`config.mk`:
```
export PLATFORM = sky130hd
export DESIGN_NAME = vfd_pixel_address_map_unit
export DESIGN_NICKNAME = d
export VERILOG_FILES = /design/src/sv/vfdpam_pkg.sv /design/src/sv/vfdpam_pos_calc.sv /design/src/sv/vfd_pixel_address_map_unit.sv
export SDC_FILE = /design/constraint.sdc
export NUM_CORES = 1
export LEC_CHECK = 0
export ABC_AREA = 1
export BUFFER_PORTS_ARGS = -buffer_cell sky130_fd_sc_hd__buf_2
export CAP_MARGIN = 20
export CORE_MARGIN = 2
export CORE_UTILIZATION = 55
export DETAILED_ROUTE_END_ITERATION = 10
export PLACE_DENSITY = 0.77
export SLEW_MARGIN = 10
export SYNTH_ARGS = -nofsm -noshare
export SYNTH_HDL_FRONTEND = slang
export SYNTH_HIERARCHICAL = 1
export SYNTH_SLANG_ARGS = --single-unit
```
`constraint.sdc`:
```
create_clock -name clock -period 5.58 [get_ports clock]
set_input_delay 0.558 -clock clock [delete_from_list [all_inputs] [get_ports clock]]
set_output_delay 0.558 -clock clock [all_outputs]
set_load 0.05 [all_outputs]
```
`src/sv/vfdpam_pkg.sv`:
```
// ----------------------------------------------------------------------------
// vfdpam_pkg
// Shared types, constants and tables of the VFD pixel address map unit.
// ----------------------------------------------------------------------------
package vfdpam_pkg;

   // Geometry defaults and fixed frame size
   localparam int unsigned COLUMNS_DEF  = 112;
   localparam int unsigned ROWS_DEF     = 18;
   localparam int unsigned FRAME_BYTES  = 7168;
   localparam int unsigned FRAME_BITS   = FRAME_BYTES * 8;
   localparam int unsigned FRAME_OFFS   = 4;
   localparam int unsigned POS_W        = $clog2(FRAME_BITS + 1024);

   // Plane and column strides
   localparam int unsigned COL_STRIDE   = 1024;
   localparam int unsigned RED_OFS_T1   = 512;
   localparam int unsigned RED_OFS_T2   = 24;
   localparam int unsigned ROW_STEP_T1  = 16;
   localparam int unsigned ROW_STEP_T2  = 48;

   // Reciprocal of three, scaled by 2^9
   localparam int unsigned RECIP3       = 171;

   // Field widths
   localparam int unsigned COL_W        = 7;
   localparam int unsigned ROW_W        = 5;
   localparam int unsigned REQ_W        = 16;
   localparam int unsigned RSP_W        = 80;
   localparam int unsigned CSR_W        = 32;

   // Register indexes and panel layouts
   typedef enum logic {
      CSR_DISPLAY_TYPE = 1'b0,
      CSR_FRAME_BASE   = 1'b1
   } csr_index_type;

   typedef enum logic [1:0] {
      LAYOUT_NONE    = 2'd0,
      LAYOUT_INTERLV = 2'd1,
      LAYOUT_REMAP   = 2'd2,
      LAYOUT_RSVD    = 2'd3
   } layout_type;

   // Decoded column terms, handed from the first stage to the position stage
   typedef struct packed {
      logic             active;
      logic             remap;      // six-column layout, else interleave
      logic             x_nz;       // column is not zero
      logic             x_gt1;      // column above one
      logic             second;     // remap layout names a second cell
      logic [1:0]       x_mod4;
      logic [5:0]       x_half;     // (x-1)/2
      logic [5:0]       x_third;    // (x-1)/3
      logic [2:0]       letter;     // remapped letter slot
      logic [ROW_W-1:0] row;
      logic             color;
      logic [1:0]       panel;
      logic             pixel_on;
   } col_terms_type;

   // Letter remap of the six-column layout
   function automatic logic [2:0] letter_map(input logic [2:0] slot);
      logic [2:0] res;
      case (slot)
         3'd0:    res = 3'd0;
         3'd1:    res = 3'd2;
         3'd2:    res = 3'd4;
         3'd3:    res = 3'd5;
         3'd4:    res = 3'd3;
         3'd5:    res = 3'd1;
         default: res = 3'd0;
      endcase
      return res;
   endfunction

endpackage

```
`src/sv/vfdpam_pos_calc.sv`:
```
// ----------------------------------------------------------------------------
// vfdpam_pos_calc
// Raw bit position of the primary and second cell, offset and wrapped.
// ----------------------------------------------------------------------------
module vfdpam_pos_calc
   import vfdpam_pkg::*;
(
   input  col_terms_type    terms,
   output logic [POS_W-1:0] pos1,
   output logic [POS_W-1:0] pos2
);

   logic [POS_W-1:0] base_t1;
   logic [POS_W-1:0] base_t2;
   logic [POS_W-1:0] raw1;
   logic [POS_W-1:0] raw2;
   logic [POS_W-1:0] off1;
   logic [POS_W-1:0] off2;

   // Build the layout terms
   always_comb begin
      base_t1 = POS_W'(terms.row) * POS_W'(ROW_STEP_T1)
              + (terms.color ? POS_W'(RED_OFS_T1) : '0)
              + POS_W'(terms.panel);
      base_t2 = POS_W'(terms.letter) * POS_W'(4)
              + (terms.color ? POS_W'(RED_OFS_T2) : '0)
              + POS_W'(terms.row) * POS_W'(ROW_STEP_T2)
              + POS_W'(terms.panel);
   end

   // Select the raw positions
   always_comb begin
      if (terms.remap) begin
         raw1 = base_t2 + (terms.x_gt1 ? POS_W'(terms.x_third) * POS_W'(COL_STRIDE) : '0);
         raw2 = terms.second
              ? base_t2 + (POS_W'(terms.x_third) + POS_W'(1)) * POS_W'(COL_STRIDE)
              : '0;
      end else begin
         raw1 = base_t1 + (terms.x_nz
              ? POS_W'(terms.x_mod4) * POS_W'(4) + POS_W'(terms.x_half) * POS_W'(COL_STRIDE)
              : '0);
         raw2 = '0;
      end
   end

   // Offset and wrap once at the frame size
   always_comb begin
      off1 = raw1 + POS_W'(FRAME_OFFS);
      off2 = raw2 + POS_W'(FRAME_OFFS);
      pos1 = (off1 >= POS_W'(FRAME_BITS)) ? off1 - POS_W'(FRAME_BITS) : off1;
      pos2 = (off2 >= POS_W'(FRAME_BITS)) ? off2 - POS_W'(FRAME_BITS) : off2;
   end

endmodule

```
`src/sv/vfd_pixel_address_map_unit.sv`:
```
// ----------------------------------------------------------------------------
// vfd_pixel_address_map_unit
// Maps pixel requests to framebuffer byte addresses and bit numbers.
// ----------------------------------------------------------------------------
// Usage:
//   req_* carries one pixel request per item (column, row, plane, panel, on).
//   rsp_* returns one item per request: active flag, primary byte address
//   and bit, set/clear, and an optional second cell for the remap layout.
//   csr_* writes display_type (index 0) and frame_base (index 1); write
//   only while no request is in flight.
// Pipeline: an accepted item passes through three register stages (column
//   decode, position sum with wrap, base add) in that order to rsp_*.
// Throughput: one item per cycle while rsp_tready is not holding the
//   output back; see Stall.
// Reset: synchronous; clears all stage valids and both registers.
// Stall: when rsp_tready is low the output item holds and the stages
//   behind it fill up; req_tready drops only when all three stages are
//   full, so nothing is lost or repeated.
// ----------------------------------------------------------------------------
module vfd_pixel_address_map_unit
   import vfdpam_pkg::*;
#(
   parameter int unsigned COLUMNS = COLUMNS_DEF,
   parameter int unsigned ROWS    = ROWS_DEF
)
(
   input  logic             clock,
   input  logic             reset,
   // column_x[6:0], row_y[11:7], color_sel[12], panel_index[14:13], pixel_on[15]
   input  logic [REQ_W-1:0] req_tdata,
   input  logic             req_tvalid,
   output logic             req_tready,
   // active[0], byte_address[32:1], bit_index[35:33], set_bit[36],
   // second_valid[37], second_address[69:38], second_bit_index[72:70]
   output logic [RSP_W-1:0] rsp_tdata,
   output logic             rsp_tvalid,
   input  logic             rsp_tready,
   input  logic             csr_wr_en,
   input  logic             csr_index,
   input  logic [CSR_W-1:0] csr_wdata
);

   // Configuration registers
   layout_type       disp_type_ff, disp_type_in;
   logic [CSR_W-1:0] frame_base_ff, frame_base_in;

   // Stage valids and stage data
   logic             v1_ff, v1_in, v2_ff, v2_in, v3_ff, v3_in;
   logic             rdy1, rdy2, rdy3;
   col_terms_type    s1_ff, s1_in;
   logic             s2_active_ff, s2_on_ff, s2_second_ff;
   logic [POS_W-1:0] s2_pos1_ff, s2_pos2_ff;
   logic [POS_W-1:0] pos1, pos2;
   logic [RSP_W-1:0] rsp_ff, rsp_in;

   // Request fields
   logic [COL_W-1:0] col_x;
   logic [ROW_W-1:0] row_y;
   logic [COL_W-1:0] xm1;
   logic [15:0]      prod3, prod6;
   logic [5:0]       q3;
   logic [4:0]       q6;
   logic [COL_W-1:0] r6;
   logic [COL_W-1:0] r3;
   logic             type_ok;

   // Offsets within the frame
   logic [CSR_W-1:0] offs1, offs2;

   assign col_x = req_tdata[6:0];
   assign row_y = req_tdata[11:7];

   // Backward ready chain
   assign rdy3       = !v3_ff || rsp_tready;
   assign rdy2       = !v2_ff || rdy3;
   assign rdy1       = !v1_ff || rdy2;
   assign req_tready = rdy1;

   // Configuration writes
   always_comb begin
      disp_type_in  = disp_type_ff;
      frame_base_in = frame_base_ff;
      if (csr_wr_en) begin
         case (csr_index_type'(csr_index))
            CSR_DISPLAY_TYPE: disp_type_in  = layout_type'(csr_wdata[1:0]);
            CSR_FRAME_BASE:   frame_base_in = csr_wdata;
            default:          ;
         endcase
      end
   end

   // Stage 1: decode column terms by reciprocal of three
   always_comb begin
      xm1   = col_x - COL_W'(1);
      prod3 = 16'(xm1) * 16'(RECIP3);
      q3    = prod3[14:9];
      r3    = xm1 - COL_W'(q3) * COL_W'(3);
      prod6 = 16'(col_x) * 16'(RECIP3);
      q6    = prod6[14:10];
      r6    = col_x - COL_W'(q6) * COL_W'(6);
      type_ok = (disp_type_ff == LAYOUT_INTERLV) || (disp_type_ff == LAYOUT_REMAP);

      s1_in.active   = type_ok && (32'(col_x) < COLUMNS) && (32'(row_y) < ROWS);
      s1_in.remap    = (disp_type_ff == LAYOUT_REMAP);
      s1_in.x_nz     = (col_x != '0);
      s1_in.x_gt1    = (col_x > COL_W'(1));
      s1_in.second   = s1_in.remap && s1_in.x_gt1 && (r3 != '0);
      s1_in.x_mod4   = col_x[1:0];
      s1_in.x_half   = xm1[6:1];
      s1_in.x_third  = q3;
      s1_in.letter   = letter_map(r6[2:0]);
      s1_in.row      = row_y;
      s1_in.color    = req_tdata[12];
      s1_in.panel    = req_tdata[14:13];
      s1_in.pixel_on = req_tdata[15];
   end

   // Stage 2: raw positions
   vfdpam_pos_calc u_pos_calc (
      .terms (s1_ff),
      .pos1  (pos1),
      .pos2  (pos2)
   );

   // Stage 3: byte offset, big-endian byte swizzle, base add, nibble swap
   always_comb begin
      offs1 = CSR_W'({s2_pos1_ff[POS_W-1:5], ~s2_pos1_ff[4:3]});
      offs2 = CSR_W'({s2_pos2_ff[POS_W-1:5], ~s2_pos2_ff[4:3]});
      rsp_in = '0;
      if (s2_active_ff) begin
         rsp_in[0]     = 1'b1;
         rsp_in[32:1]  = frame_base_ff + offs1;
         rsp_in[35:33] = s2_pos1_ff[2:0] ^ 3'b100;
         rsp_in[36]    = s2_on_ff;
         rsp_in[37]    = s2_second_ff;
         rsp_in[69:38] = frame_base_ff + offs2;
         rsp_in[72:70] = s2_pos2_ff[2:0] ^ 3'b100;
      end
   end

   // Advance valids
   always_comb begin
      v1_in = rdy1 ? req_tvalid : v1_ff;
      v2_in = rdy2 ? v1_ff      : v2_ff;
      v3_in = rdy3 ? v2_ff      : v3_ff;
   end

   // Control registers
   always_ff @(posedge clock) begin
      if (reset) begin
         disp_type_ff  <= LAYOUT_NONE;
         frame_base_ff <= '0;
         v1_ff         <= 1'b0;
         v2_ff         <= 1'b0;
         v3_ff         <= 1'b0;
      end else begin
         disp_type_ff  <= disp_type_in;
         frame_base_ff <= frame_base_in;
         v1_ff         <= v1_in;
         v2_ff         <= v2_in;
         v3_ff         <= v3_in;
      end
   end

   // Payload registers, hold while stalled
   always_ff @(posedge clock) begin
      if (rdy1) begin
         s1_ff <= s1_in;
      end
      if (rdy2) begin
         s2_active_ff <= s1_ff.active;
         s2_on_ff     <= s1_ff.pixel_on;
         s2_second_ff <= s1_ff.second;
         s2_pos1_ff   <= pos1;
         s2_pos2_ff   <= pos2;
      end
      if (rdy3) begin
         rsp_ff <= rsp_in;
      end
   end

   assign rsp_tdata  = rsp_ff;
   assign rsp_tvalid = v3_ff;

endmodule

```
After elaboration in Yosys (flattened, before gate mapping):

Cells that the tools add are included.

* output and inout port bits: 82
* latch bits: 0
* word-level logic and storage cells: 92
* memory bits (read-only): 0
* bits in writable memories: 0
* memories kept: 0
* register bits after elaboration: 176

* divide/modulo/power cells: 0
* eq/ne operators: 7
* reduce and logical (&&, ||, !) cells: 15
* magnitude comparators: 5
* multipliers: 5
* add/sub/neg operators: 19
* shift operators: 0
* bitwise logic cells: 5
* mux-type cells: 11

Operator list (count)
* $mux 16: 7
* $add 32x13->32: 2
* $add 16x16->16: 3
* $add 16x2->16: 2
* $add 16x3->16 const B: 2
* $ge 16x16->1 const B: 2
* $sub 16x16->16 const B: 2
* $mul 7x8->15 const B: 2
* $add 16x11->16: 1
* $add 4x16->16: 1
* $add 5x16->16: 1
* $add 9x16->16: 1
* $pmux 3 s5: 1
* $reduce_bool 7->1: 2
* $mux 10: 1
* $gt 7x1->1 const B: 1
* $lt 7x7->1 const B: 1
* $mul 5x2->7 const B: 1
* $mul 6x2->7 const B: 1
* $sub 7x1->7 const B: 1
* $sub 7x7->7: 1
* $add 6x1->6 const B: 1
* $eq 3x2->1 const B: 2
* $eq 3x3->1 const B: 2
* 14 further kinds: 26

Longest topological paths before layout:

* word-level depth: 10
* gate-level depth with buffers: 45
* depth with buffers taken out: 45

By module:

Netlist, hierarchy kept.

By module, submodules not included
* vfd_pixel_address_map_unit: times used 1, sequential area each 4914.7 um^2, cells an instance 1217, area each 10910.5 um^2
* vfdpam_pos_calc: times used 1, sequential area each 0.0 um^2, cells an instance 319, area each 1826.8 um^2

Worst setup path after synthesis:

OpenSTA, ideal clock, no wires.

* path kind: input port to flip-flop
* start point: input req_tdata[0]
* end point: register s1_ff[26] (netlist bit), data pin
* stages on the path: 37
* buffers on the path: 0
* library setup time: 0.249 ns
* path slack: -0.450 ns
* arrival time: 5.781 ns
* cells stage by stage: inv_1 -> ha_1 -> inv_1 -> nand3_1 -> nand3_1 -> nand2_1 -> nand2_1 -> ha_1 -> inv_1 -> fa_1 -> fa_1 -> fa_1 -> inv_1 -> ha_1 -> nand2_1 -> nand2_1 -> nand2_1 -> nand2_1 -> inv_1 -> nand2_1 -> nand2_1 -> nand2_1 -> a21oi_1 -> xnor2_1 -> fa_1 -> inv_1 -> ha_1 -> nand2_1 -> inv_1 -> o21ai_0 -> nand3_1 -> nand2_1 -> nand3_1 -> nor2_1 -> nand3_1 -> nand2_1 -> inv_1

RTL lines
* from (decl): RTL line vfd_pixel_address_map_unit.sv:30 `input logic [REQ_W-1:0] req_tdata,`
* to (signal assigned): RTL line vfd_pixel_address_map_unit.sv:168 `s1_ff <= s1_in;`
* to (decl): RTL line vfd_pixel_address_map_unit.sv:50 `col_terms_type s1_ff, s1_in;`

==> metrics <==
Final ANT Viol Nets=0; die height=156.2 um; leftover overflow at the end of global routing=0; Largest stage delay, worst path=0.54 ns; sequential group share of total power=0.256; post-synthesis average cell area=8.292 sq um; Chip Width=156.2 um; number of maximum-capacitance constraint violations=0; CP max FO=5; maximum number of pins on one net before global-route repair=76; routed wire length=30460 um; CTS Sinks=approximately 180; GRT Util Overall=0.2555; synth-to-layout area growth=18.09%; setup violators final=1; I/O pin count=~140; proportion of layout cells with a drive suffix above 1=0.1985; sum of negative setup slack=-0.1991 ns; violations in the final reports=setup timing; type of destination of the critical path=flip-flop; number of buffers added to fix hold violations after cts=0; most common cell after layout, fill and taps aside=nand2_1; commonest cells after routing, fill and taps aside=nand2_1 (350), inv_1 (201), edfxtp_1 (139), nor2_1 (136), buf_2 (126); clock period minus worst slack=5.779 ns; input/output buffers=128; half-perimeter wire length of the detailed placement result=23510 um; clock tree from TritonCTS=yes; worst rel slew slack=0.3261; part of the cycle the worst path needs=1.036; Overall Power=6.344 mW; final hold vios=0; Hold Path Class=in2reg; synthesized flop and latch total=176; required time of the worst setup path=5.79 ns; cell chosen for the clock root=clkbuf_16; number of search-and-repair iterations in the first detailed-routing pass=5; net switching power=2.610 mW; maximum clock path buffer count=2; Clock Latency Late Sink=~0.44 ns; final-stage net count=1930; Max Clk Rate=173.0 MHz; starting DRC count in detailed routing=760; slack of the worst reg-to-reg path=0.84 ns; Worst setup SP type=input pin; global-route wire length before repair=49500 um; share of total power in combinational logic=0.555; part of the Yosys area used for sequential elements=0.3859; mapped cell area=12740 sq um; category of the critical setup timing path=in2reg; weighted congestion reported at the end of routability-driven placement=approximately 0.95; cell internal pwr=3.734 mW; count of flip-flops with a built-in enable after synthesis=139; WP data arrival=5.98 ns; via count=10850; Starting Density=0.5609; number of unique standard cell types used by synthesis=53; routed len/inst=15.09 um; slowest cell on the critical path=fa_1; core area=between 20000 and 25000 sq um; final worst slack=-0.1991 ns; synthesized instance count=1536; Tightest Pin Transition=1.005 ns; die footprint=~24000 sq um; unrepaired setup endpoints after global routing=true; DR DRC count=0; main flop type after synthesis=edfxtp_1; run status=finished with violations; number of global-route vias before repair=about 11000; share of synthesized flip-flops with an asynchronous set or reset=0; peak supply drop=0.6038 mV; Final Max Slew Viols=0; clk_skew=between 0.01 and 0.015 ns; clock input transition at the sequential cells of the worst setup and hold paths=0.07 ns; TritonCTS buffer count=17; n_diodes=0; share of total power in the clock network=0.189; switching fraction of total power=0.4114; Static Leakage=7.269 nW; critical path's most frequent cell=nand2_2; number of antenna violations at the first check in global routing=0; Vias/cell=5.375; Core Util, Final=0.6624; Yosys warning total=6; htree depth=4; cell row count=55; total power divided by cell area=roughly 420 nW/um^2
[area by class of cell]
| type | instances | area (sq um) |
|---|---|---|
| repair buffers | 194 | 1165 |
| fillers | 1835 | 7667 |
| clock buffers | 17 | 425.4 |
| clock inverters | 15 | 166.4 |
| multi-input cells | 1107 | 7162 |
| flip-flops and latches | 176 | 4915 |
| inverters | 224 | 852.1 |
| well taps | 285 | 356.6 |
[worst max-delay path: cells and delay by family]
family	cells	cell delay, ns
compound gates	2	0.19
xor+xnor	1	0.16
fa+ha+maj	8	3.03
buf+inv	10	0.69
simple gates	17	1.35
[repair_timing]
item	4_1_cts	5_1_grt
setup endpoints to repair	1	1
hold endpoints to repair	0	0
setup buffers	10	3
resized for setup	22	26
pin swaps	22	28
[power by group through the flow]
| stage | registers [mW] | clock network [mW] | logic [mW] |
|---|---|---|---|
| after floorplan | 1.72 | 0 | 2.06 |
| after global placement | 1.65 | 0 | 2.83 |
| after detailed placement | 1.65 | 0 | 2.90 |
| after CTS | 1.62 | 1.21 | 3.19 |
| after global routing | 1.64 | 1.27 | 3.92 |
| final | 1.62 | 1.20 | 3.52 |
[cells by family (layout without fill, tap and decap cells)]
logic type | after synthesis | after routing | share of synthesized area
DFF | 176 | 176 | 0.3859
other | 1 | 7 | 0.0002944
and+or+nand+nor | 688 | 688 | 0.2388
buffers and inverters | 259 | 450 | 0.08143
AOI/OAI and AO/OA | 215 | 215 | 0.09450
adders and majority gates | 156 | 156 | 0.1697
xor gates and xnor gates | 41 | 41 | 0.02937
[synth_stat cells, drive strengths merged (14+ instances only)]
cell type	n	area, sq um
xor2	27	236.5
a21oi	127	643.1
inv	219	822.0
fa	28	560.5
nor3	17	116.4
a211oi	16	120.1
o21ai	47	254.0
dfxtp	37	740.7
nand3	101	520.5
nand2	381	1483
nor2	150	630.6
edfxtp	139	4174
clkbuf	17	63.81
ha	128	1602
buf	18	132.6
xnor2	14	137.6
nand4	20	125.1
[metrics by stage]
| step | instance area (sq um) | cells | setup slack, ns | hold slack, ns |
|---|---|---|---|---|
| final | 15040 | 2018 | -0.1991 | 0.2841 |
| after global placement | 14100 | 1973 | -0.5798 | 0.4003 |
| after detailed placement | 14100 | 1973 | -0.7776 | 0.4110 |
| after CTS | 14870 | 2015 | -0.07993 | 0.2752 |
| after floorplan | 12890 | 1542 | -0.2590 | 0.4003 |
| after global routing | 15040 | 2018 | -0.4662 | 0.2778 |
[worst paths after layout]
| kind | startpoint | end | cells after the start |
|---|---|---|---|
| min | req_tdata[15] | s1_ff[0] | 1 |
| max reg2reg | s1_ff[3] | s2_pos1_ff[14] | 22 |
| min reg2reg | s1_ff[0] | s2_on_ff | 0 |
| max | req_tdata[2] | s1_ff[26] | 38 |
[metal layers]
metal  up-vias  global-route usage  part of all wire
li1       5451                   -                 -
met1      4999              0.3174              0.42
met2       338              0.4528              0.50
met3        59             0.03639             0.050
met4         0             0.09524             0.029
met5         -                   0                 0
[state kept, by name, indices dropped and copies added (netlist names)]
| register | cells |
|---|---|
| s2_pos2_ff | 16 |
| frame_base_ff | 32 |
| s2_second_ff | 1 |
| rsp_tvalid | 1 |
| s1_ff | 31 |
| s2_pos1_ff | 16 |
| disp_type_ff | 2 |
| s2_on_ff | 1 |
| v1_ff | 1 |
| rsp_tdata | 73 |
| v2_ff | 1 |
| s2_active_ff | 1 |
(Power assumes the default switching activity.)
